===== config.mk =====
export PLATFORM = sky130hd
export DESIGN_NAME = cmf_median
export DESIGN_NICKNAME = d
export VERILOG_FILES = /design/src/hdl/cmf_pkg.sv /design/src/hdl/cmf_median.sv
export SDC_FILE = /design/constraint.sdc
export NUM_CORES = 2
export LEC_CHECK = 0
export ABC_AREA = 1
export BUFFER_PORTS_ARGS = -buffer_cell sky130_fd_sc_hd__buf_4
export CAP_MARGIN = 20
export CORE_MARGIN = 2
export CORE_UTILIZATION = 40
export DETAILED_ROUTE_END_ITERATION = 12
export GPL_TIMING_DRIVEN = 0
export HOLD_SLACK_MARGIN = 0.15
export MAX_ROUTING_LAYER = met4
export PLACE_DENSITY = 0.65
export SETUP_SLACK_MARGIN = 0.15
export SYNTH_ARGS = -nofsm -noshare
export SYNTH_HDL_FRONTEND = slang
export SYNTH_SLANG_ARGS = --single-unit
export TNS_END_PERCENT = 10

===== constraint.sdc =====
create_clock -name clk -period 5.1 [get_ports clk]
set_input_delay 0.255 -clock clk [delete_from_list [all_inputs] [get_ports clk]]
set_output_delay 0.255 -clock clk [all_outputs]
set_load 0.05 [all_outputs]

===== src/hdl/cmf_pkg.sv =====
// Shared types and constants of the cross-shaped median filter.
`default_nettype none
package cmf_pkg;
  localparam int PIX_W       = 16;
  localparam int WIN         = 13;
  localparam int ARM         = 3;
  localparam int ROWS_KEPT   = 2 * ARM;
  localparam int VEC_N       = 2 * ARM + 1;
  localparam int RANK_W      = $clog2(WIN + 1);
  localparam int CFG_IDX_W   = 1;
  localparam int CFG_DATA_W  = 13;
  localparam int ROWS_CFG_W  = 13;
  localparam int COLS_CFG_W  = 12;
  localparam int DEF_MAX_COLS = 2048;
  localparam int DEF_MAX_ROWS = 4096;
  localparam int RESET_DIM   = 2048;
  localparam int FIFO_DEPTH  = 8;

  localparam logic [CFG_IDX_W-1:0] CFG_ROWS = 1'b0;
  localparam logic [CFG_IDX_W-1:0] CFG_COLS = 1'b1;

  localparam logic CMD_PIXEL = 1'b0;
  localparam logic CMD_DRAIN = 1'b1;

  typedef logic [PIX_W-1:0] pix_t;

  typedef struct packed {
    logic            emit;
    logic            last;
    logic [WIN-1:0]  mask;
  } win_ctl_t;

  typedef struct packed {
    logic last;
    pix_t value;
  } result_t;
endpackage
`default_nettype wire


===== src/hdl/cmf_median.sv =====
// Three-stage rank-based median of up to 13 masked window values.
`default_nettype none
module cmf_median import cmf_pkg::*; (
  input  wire logic     clk,
  input  wire logic     rst_n,
  input  wire logic     in_valid,
  input  wire pix_t     in_vals [WIN],
  input  wire win_ctl_t in_ctl,
  output logic          res_valid,
  output result_t       res
);
  logic [WIN-1:0]    lt [WIN];
  logic [WIN-1:0]    lt_r [WIN];
  pix_t              a_vals_r [WIN];
  logic [WIN-1:0]    a_mask_r;
  logic              a_last_r;
  logic [RANK_W-1:0] a_n_r;
  logic              a_valid_r;

  logic [RANK_W-1:0] b_rank_r [WIN];
  pix_t              b_vals_r [WIN];
  logic [WIN-1:0]    b_mask_r;
  logic              b_last_r;
  logic [RANK_W-1:0] b_n_r;
  logic              b_valid_r;

  logic [RANK_W-1:0] lo_idx, hi_idx;
  pix_t              lo_val, hi_val;
  logic [PIX_W:0]    sum;
  logic              c_valid_r;
  result_t           c_res_r;

  always_comb begin
    for (int i = 0; i < WIN; i++) begin
      for (int j = 0; j < WIN; j++) begin
        lt[i][j] = in_ctl.mask[j] && (j != i) &&
                   ((in_vals[j] < in_vals[i]) || ((in_vals[j] == in_vals[i]) && (j < i)));
      end
    end
  end

  always_comb begin
    lo_idx = (b_n_r - RANK_W'(1)) >> 1;
    hi_idx = b_n_r >> 1;
    lo_val = '0;
    hi_val = '0;
    for (int i = 0; i < WIN; i++) begin
      if (b_mask_r[i] && (b_rank_r[i] == lo_idx)) lo_val = lo_val | b_vals_r[i];
      if (b_mask_r[i] && (b_rank_r[i] == hi_idx)) hi_val = hi_val | b_vals_r[i];
    end
    sum = {1'b0, lo_val} + {1'b0, hi_val};
  end

  always_ff @(posedge clk) begin
    if (!rst_n) begin
      a_valid_r <= 1'b0;
      b_valid_r <= 1'b0;
      c_valid_r <= 1'b0;
    end else begin
      a_valid_r <= in_valid;
      b_valid_r <= a_valid_r;
      c_valid_r <= b_valid_r;
    end
    lt_r     <= lt;
    a_vals_r <= in_vals;
    a_mask_r <= in_ctl.mask;
    a_last_r <= in_ctl.last;
    a_n_r    <= RANK_W'($countones(in_ctl.mask));
    for (int i = 0; i < WIN; i++) begin
      b_rank_r[i] <= RANK_W'($countones(lt_r[i]));
    end
    b_vals_r      <= a_vals_r;
    b_mask_r      <= a_mask_r;
    b_last_r      <= a_last_r;
    b_n_r         <= a_n_r;
    c_res_r.value <= sum[PIX_W:1];
    c_res_r.last  <= b_last_r;
  end

  assign res_valid = c_valid_r;
  assign res       = c_res_r;
endmodule
`default_nettype wire


==> out/metrics.yaml <==
power_and_ir_drop:
  leakagePower_nw: 29.9
  power_mw: 24.2
  irDropWorstVdd_v: 0.000409
  powerDensity_nw_per_um2: 406
sta:
  whs_ns: 0.260
  fin_tns_setup_ns: 0
  setup-violations-final: 0
  finalCritPeriodShare_pct: 94.6
  maxSlewViolCount: 0
  fin_crit_ns: 4.82
  fmax_ghz: 0.207
  tightestPinTransition_ns: 1.30
  fin_skew_ns: 0.0303
  hold_viol_final: 0
  rsz0062_at_grt: "yes"
  max_slew_margin_pct: 12.6
final_layout:
  layout-drive-gt1-share_pct: 7.07
  fin_area_sq_um: 59500
  postLayoutCoreUtil_pct: 47.4
  nFillCells: 12000
  area.sequential_sq_um: 13600
  area_growth_pct: 17.6
  nNetsFinal: 8116
  multi_input_comb_area_sq_um: 34100
routing:
  num_vias: 47700
  ant_nets: 0
  route.top_layer_used: "met4"
  drt_pre_antenna_iters: 10
  dr_wl_met3_um: 20700
  routed_wl_um: 230000
  wl_per_cell_um: 28.3
  wl_met1_um: 91400
  vias_per_cell: 5.87
  drc: 0
  wl_met2_um: 94200
  dr.first_iter.drc_count: 5027
floorplan:
  die_y_um: 360
  start_util_pct: 40.3
  coreArea_sq_um: 126000
  rows: 130
  ios: 244
  dieArea_sq_um: 129000
  die_x_um: 360
critical_path:
  crit_path_end_kind: "register"
  crit_chain: "inv_2, buf_4, o22ai_1, nor2_1, nand2_1, clkbuf_1, o221ai_1, a211oi_1, nand3_1, ha_1, a21oi_1, o21a_1, o21ai_2, a31oi_2, o21ai_1, a21boi_1, nor2_1, nor2_1, o21bai_1"
  cp_common_cell: "nor2_1"
  startpoint_type: "register"
  critPathKind: "reg -> reg"
  cpMaxStageDelayCell: "clkbuf_1"
  crit_path_max_incr_delay_ns: 0.73
  required_ns: 5.64
  crit_path_max_fanout: 10
  arrival_ns: 5.37
yosys:
  postSynthAreaPerCell_sq_um: 8.62
  synthesis.area_sq_um: 50600
  yosysTopAreaCellShare_pct: 33.8
  yosys.area.top_type: "ha_1"
  synth_flop_cell: "dfxtp_1"
  yosys.cell_count.top_type: "ha_1"
  ys_seq_elements: 680
  synth_cell_type_count: 55
  synth_edf_count: 0
  synth.net_count: 7566
  netlist_top_cells_count: "1367 x ha_1, 824 x nand2_1, 737 x inv_1"
  synthCells: 5873
  yosysWarnings: 0
  synthTopCellsByArea: "ha_1 34%, dfxtp_1 27%, nand2_1 6.1%, a21oi_1 5.5%, inv_1 5.5%"
  async_flop_share_pct: 0
  ys_seq_area_share_pct: 26.9
worst_hold_path:
  min_path_type: "in -> reg"
clocking:
  cts_tree: "built"
  cts.reportedPaths.clkPinSlew_ns: 0.06
  cts_buffers: 74
  cts_root_buf: "clkbuf_16"
  clockBufferDepth: 3
  cts.sinks: 680
  htree_levels: 3
  clkLatencyLatePin_ns: 0.66
placement:
  place_hpwl_um: 179000
  placed_area_sq_um: 54500
  place_congestion: 1.06
  portBuffers: 242
global_routing:
  grt_max_degree: 16
  antenna_found_initial: 15
  grt_pass1_wl_um: 322000
  overflow: 0
  grtUsageTotal_pct: 35.7
  grt_pass1_vias: 45800
run_status:
  status: "finished, final reports clean"
flow_run:
  max-cap-violations: 0
-- critical path: cells and delay by family, from the launching register on --
family	cells	cell delay, ns
simple gates	5	0.84
flops	1	0.41
compound gates	10	1.96
buf+inv	3	1.09
fa+ha+maj	1	0.38
-- cells by family (layout without fill, tap and decap cells) --
group                      after synthesis  count (layout)  synth area share, %
other                                    0               3                    0
xor gates and xnor gates                47              47                0.873
and+or+nand+nor                       1735            1735                 14.6
DFF                                    680             680                 26.9
adders and majority gates             1467            1467                 37.7
AOI/OAI and AO/OA                     1153            1153                 13.9
buffers and inverters                  791            1399                 5.95
-- power by group --
group | total (mW) | switching, mW | internal (mW)
registers | 6.36 | 0.350 | 6.01
clock network | 5.82 | 2.34 | 3.48
logic | 12.0 | 7.92 | 4.10
total | 24.2 | 10.6 | 13.6
-- final cells by class --
cell class                 count  share of cell area (%)
multi-input combinational   4402                    57.2
sequential                   680                    22.9
timing repair buffer         474                    6.90
inverter                     748                    4.73
tap                         1650                    3.47
clock buffer                  94                    3.44
clock inverter                40                   0.992
buffer                        43                   0.374
antenna                        3                  0.0126
-- timing repair --
| action | in CTS | in global routing |
|---|---|---|
| hold buffers | 225 | 0 |
| setup buffers | 1 | 0 |
| hold endpoints to repair | 259 | 0 |
| setup endpoints to repair | 6 | 4 |
| gates resized for setup | 23 | 15 |
-- path summary, 6_finish.rpt --
path / from / endpoint / slack, ns / cells after the start
setup / recovery: b_n_r[1]$_DFF_P_ / res[15]$_DFF_P_ / 0.28 / 19
hold / removal: in_vals[44] / a_vals_r[44]$_DFF_P_ / 0.26 / 2
setup reg to reg: b_n_r[1]$_DFF_P_ / res[15]$_DFF_P_ / 0.28 / 19
hold reg to reg: a_vals_r[36]$_DFF_P_ / b_vals_r[36]$_DFF_P_ / 0.30 / 0
-- cells in the final DEF (no fill, tap or decap), drive strengths merged, types with 6 or more instances in the layout --
| master | n |
|---|---|
| ha | 1367 |
| nand2 | 834 |
| inv | 749 |
| dfxtp | 680 |
| a21oi | 557 |
| nor2 | 433 |
| buf | 269 |
| dlygate4sd3 | 225 |
| nand3 | 174 |
| o21ai | 143 |
| nand4 | 142 |
| clkbuf | 117 |
| nor3 | 109 |
| fa | 100 |
| o22ai | 88 |
| a211oi | 78 |
| o211ai | 54 |
| o2111ai | 48 |
| a221oi | 48 |
| o221ai | 29 |
| xor2 | 24 |
| xnor2 | 23 |
| and2 | 23 |
| o21a | 22 |
| clkinv | 18 |
| o21bai | 14 |
| o221a | 14 |
| a32o | 13 |
| bufinv | 12 |
| a21boi | 12 |
| clkinvlp | 9 |
| o31ai | 8 |
| a2111oi | 7 |
| nor4 | 6 |
-- registers in the layout, summed over array words and instances, names as in the netlist, 4 cells and up --
signal,cells
a_vals_r,208
b_rank_r,52
a_mask_r,13
b_mask_r,13
res,17
b_vals_r,208
lt_r,156
a_n_r,4
b_n_r,4
-- per-layer routing --
| layer | vias to the layer above | track usage (%) |
|---|---|---|
| met1 | 22600 | 43.6 |
| met3 | 697 | 5.39 |
| met4 | 0 | 29.6 |
| met5 | - | - |
| li1 | 21800 | - |
| met2 | 2630 | 51.9 |
-- metrics by stage --
stage	instances	setup slack [ns]
3_5_place_dp	7771	-0.472
5_1_grt	8132	0.0757
6_report	8134	0.278
3_3_place_gp	7765	-0.464
4_1_cts	8131	0.153
2_1_floorplan	5873	1.27
(Power assumes the default switching activity.)
