## config.mk

```make
export PLATFORM = sky130hd
export DESIGN_NAME = cmf_out_fifo
export DESIGN_NICKNAME = d
export VERILOG_FILES = /design/src/hdl/cmf_pkg.sv /design/src/hdl/cmf_out_fifo.sv
export SDC_FILE = /design/constraint.sdc
export NUM_CORES = 1
export LEC_CHECK = 0
export ABC_AREA = 1
export BUFFER_PORTS_ARGS = -buffer_cell sky130_fd_sc_hd__buf_2
export CORE_MARGIN = 5
export CORE_UTILIZATION = 54
export CTS_CLUSTER_SIZE = 24
export DETAILED_ROUTE_END_ITERATION = 8
export PLACE_DENSITY_LB_ADDON = 0.15
export SYNTH_ARGS = -nofsm -noshare
export SYNTH_HDL_FRONTEND = slang
export SYNTH_SLANG_ARGS = --single-unit
```

## constraint.sdc

```tcl
create_clock -name clk -period 4.3 [get_ports clk]
set_input_delay 0.645 -clock clk [delete_from_list [all_inputs] [get_ports clk]]
set_output_delay 0.645 -clock clk [all_outputs]
set_load 0.02 [all_outputs]
```

## src/hdl/cmf_pkg.sv

```systemverilog
// Shared types and constants of the cross-shaped median filter.
`default_nettype none
package cmf_pkg;
  localparam int PIX_W       = 16;
  localparam int WIN         = 13;
  localparam int ARM         = 3;
  localparam int ROWS_KEPT   = 2 * ARM;
  localparam int VEC_N       = 2 * ARM + 1;
  localparam int RANK_W      = $clog2(WIN + 1);
  localparam int CFG_IDX_W   = 1;
  localparam int CFG_DATA_W  = 13;
  localparam int ROWS_CFG_W  = 13;
  localparam int COLS_CFG_W  = 12;
  localparam int DEF_MAX_COLS = 2048;
  localparam int DEF_MAX_ROWS = 4096;
  localparam int RESET_DIM   = 2048;
  localparam int FIFO_DEPTH  = 8;

  localparam logic [CFG_IDX_W-1:0] CFG_ROWS = 1'b0;
  localparam logic [CFG_IDX_W-1:0] CFG_COLS = 1'b1;

  localparam logic CMD_PIXEL = 1'b0;
  localparam logic CMD_DRAIN = 1'b1;

  typedef logic [PIX_W-1:0] pix_t;

  typedef struct packed {
    logic            emit;
    logic            last;
    logic [WIN-1:0]  mask;
  } win_ctl_t;

  typedef struct packed {
    logic last;
    pix_t value;
  } result_t;
endpackage
`default_nettype wire

```

## src/hdl/cmf_out_fifo.sv

```systemverilog
// Small result queue in front of the output channel.
`default_nettype none
module cmf_out_fifo import cmf_pkg::*; #(
  parameter int DEPTH = FIFO_DEPTH
) (
  input  wire logic    clk,
  input  wire logic    rst_n,
  input  wire logic    push,
  input  wire result_t push_data,
  input  wire logic    pop,
  output logic         not_empty,
  output result_t      head
);
  localparam int PW = $clog2(DEPTH);
  localparam int CW = $clog2(DEPTH + 1);

  result_t       q_r [DEPTH];
  logic [PW-1:0] wr_ptr_r, rd_ptr_r;
  logic [CW-1:0] count_r;

  always_ff @(posedge clk) begin
    if (!rst_n) begin
      wr_ptr_r <= '0;
      rd_ptr_r <= '0;
      count_r  <= '0;
    end else begin
      if (push) wr_ptr_r <= (wr_ptr_r == PW'(DEPTH - 1)) ? '0 : wr_ptr_r + PW'(1);
      if (pop)  rd_ptr_r <= (rd_ptr_r == PW'(DEPTH - 1)) ? '0 : rd_ptr_r + PW'(1);
      count_r <= count_r + CW'(push) - CW'(pop);
    end
    if (push) q_r[wr_ptr_r] <= push_data;
  end

  assign not_empty = (count_r != '0);
  assign head      = q_r[rd_ptr_r];
endmodule
`default_nettype wire

```

==> results of run 1 <==
[area by class of cell]
class | instances | area [um^2] | area share [%]
flip-flops and latches | 149 | 4350 | 58.5
clock buffers | 19 | 433 | 5.83
well taps | 147 | 184 | 2.48
inverters | 155 | 582 | 7.84
multi-input cells | 343 | 1510 | 20.4
clock inverters | 12 | 138 | 1.85
repair buffers | 43 | 228 | 3.07
[worst max path at each step]
stage,slack [ns],from,end,cells past startpoint
detailed placement,1.82,register,head[11],7
floorplan,2.40,push,q_r[1][0],2
global route,1.17,register,head[15],7
global placement,1.87,register,head[5],7
CTS,1.34,register,head[4],7
finish,1.37,register,head[4],7
[registers in the layout (all words and copies together), names as in the netlist, named ones only]
signal / cells
q_r: 136
rd_ptr_r: 3
count_r: 4
wr_ptr_r: 3
[layout by cell type (no fill, tap or decap), drive strengths merged]
master	n
a21oi	6
buf	43
bufinv	3
clkbuf	19
clkinv	9
clkinvlp	1
dfxtp	13
edfxtp	136
fa	1
ha	9
inv	154
nand2	237
nand3	71
nor2	14
o21a	1
o21ai	2
or2	1
xnor2	1
[worst max-delay path, stage by stage (launching register included)]
cell     delay [ns]
dfxtp_2        0.32
inv_2          0.85
nand2_1        0.14
nand3_1        0.14
nand2_1        0.08
nand2_1        0.08
nand2_1        0.05
buf_2          0.16
[power by group through the flow]
stage / Sequential [uW] / Combinational [uW] / Clock [uW]
floorplan: 1680 / 283 / 0
detailed placement: 1680 / 401 / 0
finish: 1650 / 397 / 1430
global placement: 1680 / 384 / 0
global route: 1650 / 451 / 1520
CTS: 1650 / 404 / 1450
[stage by stage]
step,std cells,utilization [%],hold WS [ns]
2_1_floorplan,672,-,0.459
3_3_place_gp,837,57.3,0.473
3_5_place_dp,837,57.3,0.495
4_1_cts,868,62.1,0.483
5_1_grt,868,62.1,0.502
6_report,868,62.1,0.500
[cells by family (layout without fill, tap and decap cells)]
family          count (synthesis)  after routing  share of synthesized area, %
fa+ha+maj                      10             10                          2.02
simple gates                  323            323                          19.8
compound gates                  9              9                         0.724
xor+xnor                        1              1                         0.133
buf+inv                       180            229                          11.2
flops                         149            149                          66.1
[metal layers]
| metal | share of wire, % | vias to the layer above | GRT usage [%] | routed length, um |
|---|---|---|---|---|
| li1 | - | 2158 | - | - |
| met1 | 44 | 1961 | 24.8 | 5660 |
| met2 | 51 | 97 | 31.0 | 6530 |
| met3 | 4.3 | 8 | 3.93 | 553 |
| met4 | 0.90 | 0 | 7.51 | 116 |
| met5 | 0 | - | 0 | 0 |
==> impl_results.md, run 1 <==
- Post-cts gate resize count: 0
- Finished layout cell area: 7420 um^2
- Area leader, netlist: edfxtp_1
- Critical path data arrival time: 2.28 ns
- Final worst-path cycle share: just under 70%
- Area after DPL: 6850 um^2
- Final setup fails: 0
- Clk sinks: 149
- Synth cell count leaders: nand2_1 (237), inv_1 (152), edfxtp_1 (136)
- GPL Wtd Cong: 0.768
- Largest net degree at the start of global routing: 69
- Mapped Area: 6570 um^2
- Filler Cells Inserted: 963
- Hold Startpoint: rd_ptr_r[1]
- Initial Util: 54.9%
- Nets@finish: 740
- R2R Setup Slk: 2.40 ns
- First-pass iteration count of the detailed router: 5
- Critical path class: reg2out
- Num CTS Buffers: 17
- Seq/Total Area, Yosys: around two thirds
- Num ports: 39
- Drt total wl: 12900 um
- Status: finished, final reports clean
- Initial antenna violation count: 0
- DR vias: 4224
- Post-synth EDFFs: 136
- # rows: 40
- Register share of total power: 47.5%
- Port bufs: 38
- Max Slew Vio Count: 0
- Async set-reset flop share out of synthesis: 0%
- Global-route usage over all layers: 18.9%
- Root buffer selected by CTS: clkbuf_16
- CTS max path bufs: 2
- Peak supply drop: 0.407 mV
- Layout cells sized above 1: 11.2%
- Syn-to-layout area delta: 12.9%
- R2r startpoint: wr_ptr_r[0]
- Clk_lat worst skew: 0.41 ns
- Core area: 12000 um^2
- CTS tree: yes
- Overflow after GRT: 0
- Max_cap viols: 0
- RSZ-0062 raised after global routing: false
- Avg WL per Cell: 14.8 um
- Max Freq: roughly 340 MHz
- P_sw: around 800 uW
- Period minus WS final: ~2.9 ns
- Clk_skew: just over 0.006 ns
- Die X: 120 um
- Die ar.: ~14000 um^2
- Remaining DRCs: 0
- Routed Antenna Nets: 0
- P_leak: around 0.0035 uW
- Post-synthesis cell type count: 20
- Fin. Hold Viols: 0
- Clock share of power: 41.1%
- Slew HR: 18.6%
- CP max FO: 68
- Vias in the first global route: slightly above 4k
- Setup_tns: 0 ns
- Req. time, crit path: 3.65 ns
- Internal power: 2660 uW
- Total power draw: 3470 uW
- Hold buffer count at CTS: 0
- YS warnings: 0
- Die Span Y: about 120 um
- Post-Synthesis Cells: 672
- Worst slew pin tran: 1.22 ns
- DP HPWL: 7080 um
- Count leader, synth: nand2_1
- PD cells: about 470 nW/um^2
- HP Class: reg2reg
- Clock transition at path regs: 0.06 ns
- Via density: 4.87
- Setup crit end kind: output pin
- Sw Share: approximately a quarter
- Yosys reg bits: between 100 and 150
- Setup ws final: ~1.4 ns
- Synth top area share: 62.1%
- Diode count: 0
- Worst slack, placed: 1.82 ns
- First DRT Iteration DRCs: around 330
- H-tree depth: 4
- R2r worst-path depth: 3
- Worst r2r dst: q_r[0][0]
- Combinational share of power: 11.4%
- First-pass GRT wire length: 20600 um
- Setup crit start kind: register
- Dominant synthesized flop cell: edfxtp_1
- Hold path endpoint: rd_ptr_r[1]
- Min-Delay Path Depth: 2
- Synth area leaders: edfxtp_1 (62%), nand2_1 (14%), inv_1 (8.7%), nand3_1 (5.4%), dfxtp_1 (4.0%)
- Post-CTS setup buffers: 0
- Net Count, Synth: 703
- Post-synthesis area per instance: 9.78 um^2
No activity file was read; power rests on OpenSTA's default activity.
==> inputs of run 2 (changes only) <==
Clock period 4.3 ns to 3 ns, I/O delays scaled along.
==> run 2 against run 1 <==
  * Global-route usage up 0.28 points
  * Register-to-register slack worse by 1.2 ns
  * Worst hold slack worse by 0.20 ns
  * Via count up 2.1%
  * Worst setup slack worse by 1.0 ns
  * Cell count up 1.0%
  * Sequential share of layout area down 0.68 points
  * Design area up 1.2%
==> impl_results.md, run 2 (synthesized netlist as in run 1, its figures left out) <==
- Final setup fails: 0
- Largest net degree at the start of global routing: a little under 70
- H-tree depth: 4
- Top reg by flops: q_r
- Setup ws final: 0.370 ns
- First-pass iteration count of the detailed router: 4
- Clk_skew: 0.00417 ns
- Max Slew Vio Count: 0
- Layout Utilization: 62.8%
- P_leak: 0.00352 uW
- Routed Antenna Nets: 0
- Period minus WS final: 2.63 ns
- Clock transition at path regs: 0.06 ns
- CP Capture Point: head[15]
- Peak supply drop: 0.562 mV
- Port bufs: 38
- HP Class: in2reg
- DR vias: 4313
- Max Freq: between 300 and 400 MHz
- Slew HR: 49.5%
- RSZ-0062 raised after global routing: false
- Hold buffer count at CTS: 0
- R2R Setup Slk: 1.20 ns
- Remaining DRCs: 0
- Setup_tns: 0 ns
- Avg WL per Cell: roughly 15 um
- Final worst-path cycle share: 87.7%
- Max_cap viols: 0
- CP max FO: 34
- R2r worst-path depth: 4
- Filler Cells Inserted: between 900 and 1k
- First-pass GRT wire length: 21100 um
- DP HPWL: about 7600 um
- Clk_lat worst skew: 0.42 ns
- Die Span Y: 120 um
- Register Area: 4350 um^2
- Setup crit end kind: output pin
- Root buffer selected by CTS: clkbuf_16
- Die X: 120 um
- CTS max path bufs: 2
- # rows: 40
- Max reg flops: around 140
- Die ar.: 14500 um^2
- Clk sinks: 149
- Req. time, crit path: 2.55 ns
- Critical path data arrival time: 2.18 ns
- First DRT Iteration DRCs: 319
- Overflow after GRT: 0
- WHS: 0.299 ns
- CTS tree: yes
- Num CTS Buffers: 17
- Post-cts gate resize count: 0
- Diode count: 0
- Status: finished, final reports clean
- Num ports: 39
- Most common cell after layout, fill and taps aside: nand2_1
- Setup crit start kind: register
- Nets@finish: about 750
- Worst r2r dst: q_r[4][0]
- Vias in the first global route: 4202
- Worst slack, placed: 0.769 ns
- Most frequent cells in the layout: nand2_1 (237), inv_1 (152), edfxtp_1 (136)
- Drt total wl: around 13000 um
- Post-CTS setup buffers: 0
- Multi-input gate area: 1510 um^2
- Initial antenna violation count: 0
- Syn-to-layout area delta: 14.3%
- PD cells: roughly 670 nW/um^2
- Worst slew pin tran: 0.757 ns
- Critical path class: reg2out
- Via density: between 4 and 5
- Core area: 12000 um^2
- R2r startpoint: wr_ptr_r[0]
- Layout cells sized above 1: 13.0%
- GPL Wtd Cong: 0.777
- Initial Util: between 50% and 60%
- Fin. Hold Viols: 0
- Global-route usage over all layers: 19.2%
- Regs by FF count: q_r: 136 flops, count_r: 4 flops
==> run 2: area by class of cell <==
class	count	share of cell area, %
Sequential cell	149	57.9
Multi-Input combinational cell	343	20.1
Inverter	155	7.75
Clock buffer	19	6.03
Timing Repair Buffer	51	4.00
Tap cell	147	2.45
Clock inverter	13	1.77
==> run 2: worst max-delay path, cell delays in order, from the launching register on <==
cell	delay [ns]
dfxtp_1	0.70
inv_2	0.46
nand3_1	0.20
nand2_1	0.07
nand2_1	0.06
nand2_1	0.11
buf_2	0.17
==> run 2: how the worst min path moves through the flow <==
stage                     cells after the start           to     startpoint
after floorplan                               2     register    rd_ptr_r[1]
after global placement                        2  wr_ptr_r[0]    wr_ptr_r[0]
after detailed placement                      2  wr_ptr_r[0]    wr_ptr_r[0]
after CTS                                     1    q_r[6][1]   push_data[1]
after global routing                          1   q_r[2][14]  push_data[14]
final                                         1   q_r[3][13]  push_data[13]
==> run 2: where the power goes <==
part           switching (uW)  internal, uW  leakage, uW
Sequential               24.9          2340      0.00134
Combinational             387           189      0.00189
Clock                     811          1260     0.000281
==> run 2: routing by layer <==
layer  track usage [%]  share of wire (%)  up-vias
met3              4.02                5.6       21
met2              32.2                 49      117
met4              8.00                2.0        0
met1              24.2                 43     2001
li1                  -                  -     2174
met5                 0                  0        -
==> run 2: per-stage QoR <==
step                cells  area [um^2]  total power, uW
global route          877         7510             5240
finish                877         7510             5010
detailed placement    845         6920             3000
floorplan             672         6570             2810
global placement      845         6920             2960
CTS                   877         7510             5050
==> inputs of run 3 (changes only) <==
Clock period 3 ns to 2.6 ns, I/O delays scaled along.
==> run 3 against run 2 <==
  * Core utilization increased by 0.36 points
  * Sequential power rose by 15%
  * First-iteration DRC count is 16% lower
==> impl_results.md, run 3 (synthesized netlist as in run 1, its figures left out) <==
- Status: finished, final reports clean
- Regs by FF count: q_r: 136 flops, count_r: 4 flops
- Crit path largest cell delay: roughly 0.43 ns
- CTS max path bufs: 2
- # rows: 40
- Total power draw: 5860 uW
- CTS tree: yes
- Nets@finish: 748
- Initial antenna violation count: 0
- Remaining DRCs: 0
- Peak supply drop: 0.509 mV
- Clk_skew: around 0.012 ns
- H-tree depth: 4
- Max Freq: 454 MHz
- Max reg flops: 136
- HP Class: in2reg
- P_leak: 0.00354 uW
- Clk_lat worst skew: 0.42 ns
- Setup_tns: 0 ns
- Most frequent cells in the layout: nand2_1 (237), inv_1 (152), edfxtp_1 (136)
- Top reg by flops: q_r
- CP max-delay cell: dfxtp_2
- Initial Util: 54.9%
- Non-filler cells, final: 875
- Global-route usage over all layers: 18.8%
- Num ports: 39
- Hold Startpoint: push_data[16]
- DP HPWL: 7660 um
- Avg WL per Cell: 14.7 um
- Vias in the first global route: 4087
- Die ar.: 14500 um^2
- R2r startpoint: count_r[0]
- Layout cells sized above 1: 12.5%
- DR vias: 4237
- Fin. Hold Viols: 0
- Most common cell after layout, fill and taps aside: nand2_1
- Routed Antenna Nets: 0
- Critical path class: reg2out
- GPL Wtd Cong: 0.782
- Cell repeated most along the worst path: nand2_1
- Root buffer selected by CTS: clkbuf_16
- Num CTS Buffers: 17
- Hold buffer count at CTS: 0
- R2r worst-path depth: 7
- PD cells: just under 800 nW/um^2
- Hold path endpoint: q_r[5][16]
- Critical path data arrival time: between 1.5 and 2 ns
- Core area: between 10000 and 15000 um^2
- Setup crit start kind: register
- Worst r2r dst: count_r[2]
- Min-Delay Path Depth: 1
- Post-cts gate resize count: 0
- Max Slew Vio Count: 0
- Clock transition at path regs: 0.06 ns
- Slew HR: 52.4%
- Diode count: 0
- Die Span Y: roughly 120 um
- Clk sinks: 149
- CP max FO: 32
- Max_cap viols: 0
- Overflow after GRT: 0
- Port bufs: 38
- First-pass iteration count of the detailed router: 5
- RSZ-0062 raised after global routing: false
- First-pass GRT wire length: 20700 um
- Final setup fails: 0
- Final worst-path cycle share: between 80% and 90%
- Setup crit end kind: output pin
- R2R Setup Slk: 1.03 ns
- Period minus WS final: 2.20 ns
- Req. time, crit path: 2.21 ns
- Number of instances in the placed design: around 850
- Die X: between 100 and 150 um
- Largest net degree at the start of global routing: between 60 and 70
- WHS: 0.228 ns
- Post-CTS setup buffers: 0
- Syn-to-layout area delta: 14.9%
- Worst path cell trace: buf_4 > nand2_1 > nand3_1 > nand2_1 > nand2_1 > nand2_1 > buf_2
- Via density: 4.84
- First DRT Iteration DRCs: 268
- Filler Cells Inserted: 964
- Worst slew pin tran: about 0.7 ns
- Drt total wl: 12900 um
-- run 3: stage by stage --
step	worst slack [ns]	utilization, %	cell area [um^2]
floorplan	0.958	-	6570
global placement	0.828	58.2	6960
detailed placement	0.816	58.2	6960
CTS	0.362	63.1	7550
global route	0.225	63.1	7550
finish	0.398	63.1	7550
-- run 3: metal layers --
layer  part of all wire [%]  vias up  wire [um]  track usage (%)
li1                       -     2169          -                -
met2                     50       81       6420             31.1
met3                    4.5       14        574             5.71
met5                      0        -          0                0
met4                    1.1        0        138             4.96
met1                     45     1973       5750             24.5
-- run 3: layout make-up --
| type | instances | area, um^2 | area share, % |
|---|---|---|---|
| timing repair buffer | 51 | 338 | 4.47 |
| clock buffer | 17 | 425 | 5.63 |
| inverter | 155 | 582 | 7.70 |
| clock inverter | 13 | 165 | 2.19 |
| sequential | 149 | 4350 | 57.5 |
| tap | 147 | 184 | 2.44 |
| multi-input combinational | 343 | 1510 | 20.0 |
-- run 3: worst max-delay path, delay by kind of cell, from the launching register on --
family	cells	cell delay, ns
buffers and inverters	2	0.55
DFF	1	0.43
and+or+nand+nor	5	0.40
-- run 3: how the worst max path moves through the flow --
stage,from,to,slack (ns)
3_5_place_dp,register,head[7],0.82
3_3_place_gp,register,head[5],0.83
2_1_floorplan,push,q_r[1][0],0.96
5_1_grt,register,head[13],0.23
6_report,register,head[2],0.40
4_1_cts,register,head[7],0.36
-- run 3: report_power, final --
part           switching, uW  internal (uW)  total, uW
logic                    446            224        669
clock network            888           1570       2460
registers               27.6           2700       2730
